File: src/rtl/signed_divider_remainder_defines.svh
// ----------------------------------------------------------------------------
// Signed divider assertion macros
// Shared property forms for the divider's checks, clocked on clk and
// disabled while rst_n is low.
// ----------------------------------------------------------------------------
`ifndef SIGNED_DIVIDER_REMAINDER_DEFINES_SVH
`define SIGNED_DIVIDER_REMAINDER_DEFINES_SVH

// same-cycle implication
`define SDR_ASSERT_SAME(lbl, ante, cons, msg) \
  lbl: assert property (@(posedge clk) disable iff (!rst_n) (ante) |-> (cons)) \
    else $error(msg);

// next-cycle implication
`define SDR_ASSERT_NEXT(lbl, ante, cons, msg) \
  lbl: assert property (@(posedge clk) disable iff (!rst_n) (ante) |=> (cons)) \
    else $error(msg);

`endif

File: src/rtl/sdr_pkg.sv
// ----------------------------------------------------------------------------
// Signed divider package
// Widths and the control bundle passed from sequencer to datapath.
// ----------------------------------------------------------------------------
package sdr_pkg;

  localparam int DATA_W = 32;
  localparam int CNT_W  = $clog2(DATA_W);

  // one-cycle commands from the sequencer
  typedef struct packed {
    logic load;   // word accepted, capture operands
    logic step;   // one restoring division step
    logic fix;    // apply signs, register the result
  } sdr_ctrl_t;

endpackage

File: src/rtl/signed_divider_remainder.sv
// ----------------------------------------------------------------------------
// Signed 32-bit divider with remainder
// Quotient truncated toward zero and remainder with the dividend's sign.
// ----------------------------------------------------------------------------
// A word is taken when start is high and busy is low. Each word runs one
// restoring step per quotient bit through a single shared subtractor,
// then a sign fix step, and the result appears on the out_ ports with
// out_valid for exactly one cycle; the receiver cannot hold it off, so it
// must capture it then. A zero divisor gives quotient 0 and remainder
// equal to the dividend; the most negative dividend over -1 gives
// quotient 0x80000000 and remainder 0.
// ----------------------------------------------------------------------------
`include "signed_divider_remainder_defines.svh"

module signed_divider_remainder
  import sdr_pkg::*;
(
  input  logic                     clk,
  input  logic                     rst_n,
  input  logic                     start,
  output logic                     busy,
  input  logic signed [DATA_W-1:0] in_dividend,
  input  logic signed [DATA_W-1:0] in_divisor,
  output logic                     out_valid,
  output logic signed [DATA_W-1:0] out_quotient,
  output logic signed [DATA_W-1:0] out_remainder
);

  sdr_ctrl_t         ctrl;

  logic [DATA_W-1:0] num_r;     // dividend bits out, quotient bits in
  logic [DATA_W-1:0] den_r;
  logic [DATA_W-1:0] rem_r;
  logic              qneg_r;
  logic              rneg_r;
  logic              dzero_r;
  logic [DATA_W-1:0] quot_r;
  logic [DATA_W-1:0] remo_r;
  logic              out_valid_r;

  logic [DATA_W-1:0] a_mag;
  logic [DATA_W-1:0] b_mag;
  logic [DATA_W-1:0] rem_nxt;
  logic              qbit;

  sdr_ctrl u_ctrl (
    .clk   (clk),
    .rst_n (rst_n),
    .start (start),
    .busy  (busy),
    .ctrl  (ctrl)
  );

  sdr_step u_step (
    .rem_i  (rem_r),
    .bit_i  (num_r[DATA_W-1]),
    .den_i  (den_r),
    .rem_o  (rem_nxt),
    .qbit_o (qbit)
  );

  // operand magnitudes, 2^31 stays as an unsigned value
  always_comb begin
    a_mag = in_dividend[DATA_W-1] ? DATA_W'(0) - DATA_W'(in_dividend) : DATA_W'(in_dividend);
    b_mag = in_divisor[DATA_W-1]  ? DATA_W'(0) - DATA_W'(in_divisor)  : DATA_W'(in_divisor);
  end

  // datapath registers
  always_ff @(posedge clk) begin
    if (ctrl.load) begin
      num_r   <= a_mag;
      den_r   <= b_mag;
      rem_r   <= '0;
      qneg_r  <= in_dividend[DATA_W-1] ^ in_divisor[DATA_W-1];
      rneg_r  <= in_dividend[DATA_W-1];
      dzero_r <= (in_divisor == '0);
    end else if (ctrl.step) begin
      num_r <= {num_r[DATA_W-2:0], qbit};
      rem_r <= rem_nxt;
    end
    // with a zero divisor the remainder collects the dividend magnitude
    if (ctrl.fix) begin
      quot_r <= dzero_r ? '0 : (qneg_r ? DATA_W'(0) - num_r : num_r);
      remo_r <= rneg_r ? DATA_W'(0) - rem_r : rem_r;
    end
  end

  always_ff @(posedge clk) begin
    if (!rst_n) begin
      out_valid_r <= 1'b0;
    end else begin
      out_valid_r <= ctrl.fix;
    end
  end

  assign out_valid     = out_valid_r;
  assign out_quotient  = $signed(quot_r);
  assign out_remainder = $signed(remo_r);

  // checks
  `SDR_ASSERT_NEXT(a_accept_busy, start && !busy, busy, "accepted word did not raise busy")
  `SDR_ASSERT_SAME(a_valid_idle, out_valid, !busy, "result strobe while busy")
  `SDR_ASSERT_NEXT(a_valid_single, out_valid, !out_valid, "result strobe longer than one cycle")
  `SDR_ASSERT_NEXT(a_fix_valid, ctrl.fix, out_valid, "sign fix not followed by result")

endmodule

File: src/rtl/sdr_step.sv
// ----------------------------------------------------------------------------
// Restoring division step
// Shifts one dividend bit into the partial remainder and subtracts the
// divisor magnitude when it fits, giving one quotient bit.
// ----------------------------------------------------------------------------
module sdr_step
  import sdr_pkg::*;
(
  input  logic [DATA_W-1:0] rem_i,
  input  logic              bit_i,
  input  logic [DATA_W-1:0] den_i,
  output logic [DATA_W-1:0] rem_o,
  output logic              qbit_o
);

  logic [DATA_W:0] shifted;
  logic [DATA_W:0] diff;

  // trial subtract on one extra bit, the comparison decides
  always_comb begin
    shifted = {rem_i, bit_i};
    diff    = shifted - {1'b0, den_i};
    qbit_o  = (shifted >= {1'b0, den_i});
    rem_o   = qbit_o ? diff[DATA_W-1:0] : shifted[DATA_W-1:0];
  end

endmodule

File: src/rtl/sdr_ctrl.sv
// ----------------------------------------------------------------------------
// Signed divider sequencer
// Accepts a word, runs one division step per cycle for every quotient bit,
// then a sign fix step.
// ----------------------------------------------------------------------------
module sdr_ctrl
  import sdr_pkg::*;
(
  input  logic      clk,
  input  logic      rst_n,
  input  logic      start,
  output logic      busy,
  output sdr_ctrl_t ctrl
);

  typedef enum logic [2:0] {
    ST_IDLE = 3'b001,
    ST_DIV  = 3'b010,
    ST_FIX  = 3'b100
  } state_t;

  state_t             state_r, state_nxt;
  logic [CNT_W-1:0]   cnt_r, cnt_nxt;

  assign busy = (state_r != ST_IDLE);

  // commands decoded from state and start
  always_comb begin
    ctrl.load = (state_r == ST_IDLE) && start;
    ctrl.step = (state_r == ST_DIV);
    ctrl.fix  = (state_r == ST_FIX);
  end

  // next state and bit counter
  always_comb begin
    state_nxt = state_r;
    cnt_nxt   = cnt_r;
    case (state_r)
      ST_IDLE: begin
        if (start) begin
          state_nxt = ST_DIV;
          cnt_nxt   = CNT_W'(DATA_W - 1);
        end
      end
      ST_DIV: begin
        cnt_nxt = cnt_r - 1'b1;
        if (cnt_r == '0) begin
          state_nxt = ST_FIX;
        end
      end
      ST_FIX: begin
        state_nxt = ST_IDLE;
      end
      default: begin
        state_nxt = ST_IDLE;
      end
    endcase
  end

  always_ff @(posedge clk) begin
    if (!rst_n) begin
      state_r <= ST_IDLE;
      cnt_r   <= '0;
    end else begin
      state_r <= state_nxt;
      cnt_r   <= cnt_nxt;
    end
  end

endmodule

File: config.mk
export PLATFORM = sky130hd
export DESIGN_NAME = signed_divider_remainder
export DESIGN_NICKNAME = d
export VERILOG_FILES = /design/src/rtl/sdr_pkg.sv /design/src/rtl/signed_divider_remainder.sv /design/src/rtl/sdr_step.sv /design/src/rtl/sdr_ctrl.sv
export VERILOG_INCLUDE_DIRS = /design/src /design/src/rtl
export SDC_FILE = /design/constraint.sdc
export NUM_CORES = 1
export LEC_CHECK = 0
export BUFFER_PORTS_ARGS = -buffer_cell sky130_fd_sc_hd__buf_2
export CAP_MARGIN = 0
export CORE_AREA = 2 2 150 152
export DETAILED_ROUTE_END_ITERATION = 7
export DIE_AREA = 0 0 152 154
export PLACE_DENSITY = 0.77
export SYNTH_ARGS = -nofsm -noshare
export SYNTH_HDL_FRONTEND = slang
export SYNTH_SLANG_ARGS = --single-unit
File: constraint.sdc
create_clock -name clk -period 7.2 [get_ports clk]
set_input_delay 1.8 -clock clk [delete_from_list [all_inputs] [get_ports clk]]
set_output_delay 1.8 -clock clk [all_outputs]
set_load 0.05 [all_outputs]
Word level (Yosys, flattened, before mapping) --
Cells that the tools add are included.
Storage, ports and cells: output and inout port bits 66, register bits 172, input bits 67, logic and storage cells 45
Cells by class: $add $sub $neg 6, order comparisons 1, bitwise gates (word level) 1, eq/ne operators 6, reduce and logical (&&, ||, !) cells 7, mux-type cells 12
Operator list (count):
- 32-bit two-way mux | 6
- 1-bit by 32-bit subtractor with 32-bit output (first input constant) | 4
- 33-bit by 32-bit greater-or-equal comparator with 1-bit output | 1
- 32-bit zero test | 1
- 32-bit subtractor | 1
- 31-bit two-way mux | 1
- 5-bit one-hot mux with 2 select lines | 1
- 3-bit two-way mux | 2
- 3-bit one-hot mux with 2 select lines | 1
- 5-bit zero test | 1
- 5-bit two-way mux | 1
- 5-bit by 1-bit subtractor with 5-bit output (second input constant) | 1
- 2-bit AND reduction | 2
- 2-bit nonzero test | 2
- 3-bit by 1-bit == test with 1-bit output (second input constant) | 1
- 3-bit by 2-bit == test with 1-bit output (second input constant) | 1
- 3-bit == test (second input constant) | 1
- 3-bit by 1-bit != test with 1-bit output (second input constant) | 1
- 2-bit by 1-bit != test with 1-bit output (second input constant) | 1
- 2-bit != test (second input constant) | 1
- 1-bit logical AND | 1
- 1-bit bitwise XOR | 1

Depth between registers and ports, before layout --
Gate-level depths: netlist of the first run.
depth after elaboration 3, mapped depth 13

Cells and area by module --
A second synthesis of the first run with hierarchy kept.
Second synthesis, totals: cells, all modules 1198, area, all modules 11509.8 µm²
By module, submodules not included:
- signed_divider_remainder | area each 8778.4 µm², cells each 820, instances 1, sequential area each 4594.4 µm²
- sdr_step | area each 2338.5 µm², cells each 339, instances 1, sequential area each 0.0 µm²
- sdr_ctrl | area each 392.9 µm², cells each 39, instances 1, sequential area each 160.2 µm²

Worst setup path after synthesis of the first run --
No wires, ideal clock.
path kind reg2reg, start register u_ctrl.state_r[2], end register quot_r[0] (netlist: out_quotient[0]), enable pin, cell stages (with the launch flop) 2, setup slack 1.480 ns, data required time 6.620 ns, arrival time 5.140 ns, buffers on the path 0, path through dfxtp_1 nor3b_1
RTL lines:
- start, declared | RTL line sdr_ctrl.sv:22 | state_t state_r, state_nxt;
- start signal, assigned | RTL line sdr_ctrl.sv:65 | state_r <= state_nxt;
- end signal, assigned | RTL line signed_divider_remainder.sv:83 | quot_r <= dzero_r ? '0 : (qneg_r ? DATA_W'(0) - num_r : num_r);
- end, declared | RTL line signed_divider_remainder.sv:37 | logic [DATA_W-1:0] quot_r;

Worst setup path in the final report of the first run --
start input in_divisor[7], end register den_r[29], data pin
Between the ends: word-level cells in the longest chain between the ends 2
Ends and longest elaborated chain:
- start, declared | RTL line signed_divider_remainder.sv:23 | input logic signed [DATA_W-1:0] in_divisor,
- 1-bit by 32-bit subtractor with 32-bit output | RTL line signed_divider_remainder.sv:65 | b_mag = in_divisor[DATA_W-1] ? DATA_W'(0) - DATA_W'(in_divisor) : DATA_W'(in_divisor);
- 31-bit two-way mux | RTL line signed_divider_remainder.sv:65
- via b_mag[29] | RTL line signed_divider_remainder.sv:42 | logic [DATA_W-1:0] b_mag;
- end signal, assigned | RTL line signed_divider_remainder.sv:72 | den_r <= b_mag;
- end, declared | RTL line signed_divider_remainder.sv:32 | logic [DATA_W-1:0] den_r;
The timed path passes the listed nets, and every way through them passes these cells. A chain may end at the register's enable or synchronous reset.

==> metrics.csv, run 1 <==
metric,value,unit
status,finished clean,
grt_pass1_wl,39450,um
worstPathMaxFanout,5,
crit_path_end_kind,flip-flop,
cp_data_required_time,7.39,ns
grt_start_max_net_pins,64,
drive_gt1_share,16.20,%
p_clk_share,37.9,%
finalSetupTns,0,ns
worstSetupStartpointType,input pin,
grtUsageMet2,31.81,%
place_congestion,0.8985,
fin_util,55.62,%
multi_input_area,0.005425,sq mm
grt-ovfl-total,0,
area_growth,14.30,%
path_cells,"buf_2, nor4_1, nand3_1, or3_1, or3_1, or3_4, o41ai_2, xnor2_1",
power_switching_share,28.87,%
antenna_found_initial,0,
wl,24100,um
fp-row-count,54,
die_area,0.02341,sq mm
cts_buffer_depth,2,
crit_slowest_cell,nor4_1,
n_antenna_cell,0,
dp.cells,1464,
syn_area_per_cell,9.674,sq um
path_clk_slew,0.08,ns
grt_pass1_vias,7765,
max_cap_violations,0,
cts_resized,0,
syn_nets,1197,
design_power_total,2.433,mW
yosysSeqAreaShare,45.05,%
grtUsageMet3,3.016,%
rsz0062_at_grt,no,
max_freq,246.3,MHz
cp_num_buf_inv,1,
drtIter0Drc,644,
cts_tree,done,
cpPeakStageDelay,0.46,ns
avgViaCountPerCell,5.597,
cts_root_buf,clkbuf_16,
peakVddDrop,131.3,uV
min_period_over_period,56.39,%
p_comb_share,13.9,%
finalClockSkew,0.01322,ns
io_pins,133,
drc,0,
switchingPower,0.7024,mW
synth_cells,1091,
arrival,4.25,ns
crit_family,simple AND/OR/NAND/NOR gates,
p_int,1.731,mW
htreeDepth,4,
synth.most_common_cell,edfxtp_1,
r2r-start,den_r[1],
ys_top_cells_by_count,"edfxtp_1 (131), nand2_1 (127), o21ai_0 (116)",
synth.area.top_cells,"edfxtp_1 (37%), dfxtp_1 (7.8%), xnor2_1 (7.0%)",
dp_hpwl,18060,um
met1_usage,29.70,%
ant_nets,0,
core,0.02169,sq mm
p_leak,4.839,nW
hp-class,flip-flop to flip-flop,
io_buffers,132,
tightest_slew,1.081,ns
crit_type,input pin to flip-flop,
maxSlewViolCount,0,
finalSetupViolations,0,
synth-seq-cells,172,
yosys_warnings,0,
netlist_area,0.01055,sq mm
post_cts_buffers,0,
pwr-share-seq,48.2,%
track_usage,20.49,%
hold_viol,0,
nNetsFinal,1309,
vias,8373,
synth_cell_types,63,
fillers,1852,
clk_latency,0.44,ns
start_util,48.66,%
synth_top_area_cell,edfxtp_1,
grt-busiest-layer,met2,
synthArstFlopShare,0,%
final_cell_count_no_fill,1496,
die_h,154,um
cts_made_buffers,17,
synth_edf_count,131,
slew_headroom,27.90,%
synth_ff_type,edfxtp_1,
cts.sinks,172,
die_w,152,um
min-delay-start,u_ctrl.cnt_r[0],
wl_per_cell,16.11,um
crit_top_cell,or3_1,
power_density,201.7,mW/mm^2
period_needed,4.060,ns
synth.top_cell.area_share,37.27,%
critPathLaunch,in_divisor[7],
first_pass_iters,6,
regArea,0.004755,sq mm
cts-hold-fix-buffers,0,
==> worst reg2reg max path, stage by stage (launching register included) <==
cell and delay [ns]:
edfxtp_1 0.33, inv_1 0.10, ha_1 0.32, nor2b_1 0.17, o2111ai_1 0.19, a2111oi_0 0.44
a31oi_1 0.16, o211ai_1 0.55, a31oi_4 0.13, buf_4 0.32, or4_1 0.60, nand3_1 0.09
==> state kept, by name, summed over array words and instances (netlist names) <==
name            cells
den_r              32
dzero_r             1
num_r              32
out_quotient       32
out_remainder      32
out_valid           1
qneg_r              1
rem_r              32
rneg_r              1
u_ctrl.cnt_r        5
u_ctrl.state_r      3
==> power by group through the flow <==
stage / Sequential [mW] / Combinational [mW] / Clock, mW
finish: 1.17 / 0.338 / 0.922
global route: 1.18 / 0.381 / 0.967
CTS: 1.17 / 0.338 / 0.933
detailed placement: 1.20 / 0.335 / 0
global placement: 1.19 / 0.328 / 0
floorplan: 1.18 / 0.246 / 0
==> logic make-up after synthesis <==
family | share of synthesized area [%]
AO/OA/AOI/OAI | 16.44
XOR/XNOR | 12.03
adder cells (fa/ha/maj) | 4.695
buffers and inverters | 3.734
flip-flops | 45.05
multiplexers | 2.383
AND/OR/NAND/NOR | 15.66
==> per-stage QoR <==
stage / worst slack, ns / instance area (sq um) / hold WS [ns]
after floorplan: 1.480 / 10550 / 0.4511
after global placement: 2.788 / 11460 / 0.4764
after detailed placement: 2.705 / 11460 / 0.4812
after CTS: 3.173 / 12060 / 0.5162
after global routing: 2.939 / 12060 / 0.5264
final: 3.140 / 12060 / 0.5127
==> layout make-up <==
type | instances | share of cell area (%)
multi-input cells | 815 | 44.97
flip-flops and latches | 172 | 39.42
repair buffers | 140 | 5.974
clock buffers | 17 | 3.527
well taps | 280 | 2.904
inverters | 57 | 1.774
clock inverters | 15 | 1.431
==> placed cells by master (no fill, tap or decap), types with 20 or more instances in the layout <==
cell	Yosys	layout
buf_2	3	132
edfxtp_1	131	131
nand2_1	127	127
o21ai_0	116	116
xnor2_1	84	84
nor2_1	70	70
xor2_1	61	61
inv_1	56	56
a21oi_1	43	43
dfxtp_1	41	41
ha_1	38	38
o31ai_1	32	32
mux2i_1	24	24
nand3_1	20	20
==> final timing paths <==
check | endpoint | slack [ns] | cells after the start
worst max register to register | rem_r[23] | 3.74 | 11
worst max-delay path | den_r[29] | 3.14 | 8
worst min register to register | u_ctrl.cnt_r[0] | 0.51 | 1
worst min-delay path | u_ctrl.cnt_r[0] | 0.51 | 1
==> layer usage <==
metal  part of all wire [%]  vias up
li1                       -     4213
met1                     48     3888
met2                     45      242
met3                    5.3       30
met4                    1.9        0
met5                      0        -
Power figures use the tool's default switching activity.
==> run 2, diff against run 1 <==
Settings changed: PLACE_DENSITY 0.77 to 0.79.
Clock period 7.2 ns to 3.7 ns, I/O delays scaled along.
==> run 2 against run 1 <==
  * Final cell count grew 1.1%
  * Register-to-register slack lost 3.3 ns
  * Via count grew 1.6%
  * Critical path depth grew 3
  * Combinational power grew 98%
  * Die area is the same
  * Clock power grew 96%
  * Routed wire length grew 3.2%
  * Clock skew shrank 0.0063 ns
  * Global-route usage grew 0.50 points
  * Final area grew 1.2%
  * Utilization grew 0.66 points
  * Highest routed layer unchanged
==> metrics.csv, run 2 (synthesis results as in run 1) <==
metric,value,unit
status,finished clean,
max_freq,307.9,MHz
slew_headroom,27.00,%
worstPathMaxFanout,13,
design_power_total,4.768,mW
die_area,0.02341,sq mm
post-place-ws,0.1086,ns
grt-ovfl-total,0,
cts_root_buf,clkbuf_16,
maxSlewViolCount,0,
cts-hold-fix-buffers,0,
grt_pass1_vias,7992,
period_needed,3.247,ns
grt_start_max_net_pins,63,
cts_made_buffers,17,
peakVddDrop,251.0,uV
nNetsFinal,1325,
avgViaCountPerCell,5.621,
io_pins,133,
drtIter0Drc,663,
drc,0,
final_common_cell,buf_2,
finalSetupTns,0,ns
vias,8505,
ant_nets,0,
finalSetupViolations,0,
wl,24860,um
die_w,152,um
final_cell_mix,"buf_2 (132), edfxtp_1 (131), nand2_1 (127)",
first_pass_iters,5,
htreeDepth,4,
post_cts_buffers,0,
grt_pass1_wl,40180,um
worst_slack,0.4525,ns
worstSetupStartpointType,flip-flop,
io_buffers,132,
start_util,48.66,%
hold_viol,0,
core,0.02169,sq mm
drive_gt1_share,17.21,%
hp-class,flip-flop to flip-flop,
cts_buffer_depth,2,
path_clk_slew,0.07,ns
dp_hpwl,18570,um
crit_type,flip-flop to flip-flop,
dpl_cell_area,0.01160,sq mm
place_congestion,0.9031,
cts_resized,0,
crit_path_end_kind,flip-flop,
antenna_found_initial,1,
arrival,3.54,ns
final_cell_area,0.01221,sq mm
cts.sinks,172,
tightest_slew,1.095,ns
power_density,390.6,mW/mm^2
cp_data_required_time,3.99,ns
area_growth,15.66,%
min_period_over_period,87.77,%
cts_tree,done,
fin_hold_ws,0.4966,ns
p_leak,4.921,nW
wl_per_cell,16.43,um
fillers,1880,
fp-row-count,54,
rsz0062_at_grt,no,
clk_latency,0.44,ns
finalClockSkew,0.006956,ns
track_usage,20.99,%
die_h,154,um
max_cap_violations,0,
## run 2: cell types whose count changed in the layout (fill, tap and decap cells not counted), sizes merged
cell      change
buf          +16
clkinv        -3
clkinvlp      +2
bufinv        +1
diode         +1
## run 2: layer usage
layer	global-route usage (%)	up-vias	part of all wire [%]
met2	33.70	260	46
met3	3.579	33	5.9
li1	-	4231	-
met4	5.296	0	1.3
met5	0	-	0
met1	29.69	3981	47
## run 2: per-stage QoR
stage          utilization [%]  cells
4_1_cts                  56.27   1512
3_3_place_gp             53.50   1480
5_1_grt                  56.28   1513
3_5_place_dp             53.50   1480
6_report                 56.28   1513
2_1_floorplan                -   1091
## run 2: area by class of cell
type | instances | area, sq um | share of cell area [%]
Antenna cell | 1 | 2.502 | 0.02050
Timing Repair Buffer | 156 | 853.3 | 6.991
Tap cell | 280 | 350.3 | 2.870
Clock buffer | 17 | 425.4 | 3.485
Multi-Input combinational cell | 815 | 5431 | 44.50
Sequential cell | 172 | 4755 | 38.95
Clock inverter | 15 | 175.2 | 1.435
Inverter | 57 | 214.0 | 1.753
## run 2: where the power goes
part / switching [mW] / total [mW] / internal (mW)
clock network: 0.850 / 1.81 / 0.964
logic: 0.408 / 0.669 / 0.261
registers: 0.0830 / 2.29 / 2.20
total: 1.34 / 4.77 / 3.43
## run 2: worst paths after layout
kind                                      start              end  slack (ns)  cells after the start
worst max-delay path                  rem_r[15]         rem_r[8]        0.45                     11
worst min-delay path            u_ctrl.cnt_r[0]  u_ctrl.cnt_r[0]        0.50                      1
worst max register to register        rem_r[15]         rem_r[8]        0.45                     11
worst min register to register  u_ctrl.cnt_r[0]  u_ctrl.cnt_r[0]        0.50                      1
## run 2: critical path: stages (launching register included)
cell      delay, ns
dfxtp_1        0.48
ha_1           0.36
a21oi_1        0.38
o21ai_0        0.19
and3_1         0.21
a21oi_1        0.16
o211ai_1       0.12
buf_4          0.17
a31oi_4        0.39
buf_4          0.32
mux2i_1        0.20
o21ai_0        0.11
==> run 3, diff against run 2 <==
Settings changed: SETUP_SLACK_MARGIN from default to 0.5.
==> run 3 against run 2 <==
  * Clock-buffer cell count is 1 higher
  * Hold slack better by 0.0019 ns
  * Highest routed layer unchanged
  * Sequential share of layout area is 0.11 points higher
  * Critical endpoint is now rem_r[21]
  * Combinational power is 0.7% higher
  * Register-to-register slack better by 0.19 ns
  * Sequential power hardly changed
==> metrics.csv, run 3 (synthesis results as in run 1) <==
metric,value,unit
die_area,0.02341,sq mm
track_usage,20.54,%
p_leak,4.901,nW
maxSlewViolCount,0,
n_antenna_cell,0,
cts_made_buffers,17,
antenna_found_initial,0,
p_clk_share,37.0,%
met3WireLength,1513,um
cts-hold-fix-buffers,0,
crit_path_end_kind,flip-flop,
cts.sinks,172,
crit_top_cell,and3_1,
grt_pass1_vias,7962,
switchingPower,1.334,mW
finalClockSkew,0.009749,ns
avgViaCountPerCell,5.613,
top_layer_used,met4,
post_cts_buffers,0,
final_cell_mix,"buf_2 (132), edfxtp_1 (131), nand2_1 (127)",
area_growth,15.48,%
fp-row-count,54,
path_clk_slew,0.07,ns
max_cap_violations,0,
peakVddDrop,223.5,uV
cp_data_required_time,4.06,ns
finalSetupTns,0,ns
grt_start_max_net_pins,63,
worstSetupStartpointType,flip-flop,
dp_hpwl,18250,um
ant_nets,0,
drt-met1-wl,11220,um
post-place-ws,0.1406,ns
tightest_slew,1.089,ns
cp_num_buf_inv,2,
vias,8453,
p_comb_share,14.3,%
worstPathMaxFanout,25,
clk_latency,0.44,ns
cts_buffer_depth,2,
fin_util,56.20,%
cts_root_buf,clkbuf_16,
arrival,3.42,ns
power_switching_share,28.37,%
first_pass_iters,5,
max_freq,326.7,MHz
grt_pass1_wl,39360,um
finalSetupViolations,0,
multi_input_area,0.005463,sq mm
pwr-share-seq,48.6,%
dp.cells,1474,
rsz0062_at_grt,yes,
period_needed,3.061,ns
hold_viol,0,
drtIter0Drc,661,
cts_tree,done,
path_cells,"ha_1, and4_1, and3_1, and3_1, a21oi_1, o211ai_1, buf_4, a31oi_4, buf_12, mux2_2, o21ai_0",
slew_headroom,27.42,%
regArea,0.004761,sq mm
wl_per_cell,16.08,um
start_util,48.66,%
cpPeakStageDelay,0.51,ns
fillers,1885,
status,finished clean,
drive_gt1_share,17.78,%
p_int,3.367,mW
io_buffers,132,
wl,24220,um
nNetsFinal,1319,
final_cell_count_no_fill,1506,
grt-ovfl-total,0,
wl_met2,11120,um
die_h,154,um
min_period_over_period,82.73,%
die_w,152,um
power_density,385.7,mW/mm^2
core,0.02169,sq mm
htreeDepth,4,
worst_slack,0.6391,ns
place_congestion,0.9263,
crit_slowest_cell,dfxtp_1,
hp-class,flip-flop to flip-flop,
final_common_cell,buf_2,
crit_family,compound AO/OA/AOI/OAI gates,
crit_type,flip-flop to flip-flop,
drc,0,
io_pins,133,
## run 3: path summary, 6_finish.rpt
check                   from               to  slack, ns  cells past startpoint
max                rem_r[20]        rem_r[21]       0.64                     11
min          u_ctrl.cnt_r[0]  u_ctrl.cnt_r[0]       0.50                      1
max reg2reg        rem_r[20]        rem_r[21]       0.64                     11
min reg2reg  u_ctrl.cnt_r[0]  u_ctrl.cnt_r[0]       0.50                      1
## run 3: metal layers
metal / global-route usage (%) / up-vias
met5: 0 / -
met4: 5.518 / 0
met3: 3.946 / 25
met2: 32.56 / 256
met1: 28.99 / 3935
li1: - / 4237
## run 3: final cells by class
class | instances | share of cell area (%)
well taps | 280 | 2.874
flip-flops and latches | 172 | 39.06
clock buffers | 18 | 3.521
clock inverters | 14 | 1.222
multi-input cells | 815 | 44.82
inverters | 57 | 1.766
repair buffers | 150 | 6.734
## run 3: repair_timing
| item | 4_1_cts | 5_1_grt |
|---|---|---|
| hold endpoints to repair | 0 | 0 |
| endpoints found under the setup margin | 0 | 26 |
| gates resized for setup | 0 | 13 |
## run 3: power by group through the flow
stage	combinational, mW	clock, mW	sequential, mW
after floorplan	0.479	0	2.30
after global placement	0.649	0	2.32
after detailed placement	0.664	0	2.33
after CTS	0.670	1.77	2.28
after global routing	0.756	1.84	2.30
final	0.674	1.74	2.29
## run 3: stage by stage
step | power (mW) | area (sq um) | hold WS [ns]
detailed placement | 2.992 | 11570 | 0.4807
finish | 4.701 | 12190 | 0.4984
global route | 4.897 | 12190 | 0.5266
floorplan | 2.776 | 10570 | 0.4511
global placement | 2.972 | 11570 | 0.4678
CTS | 4.729 | 12150 | 0.4939
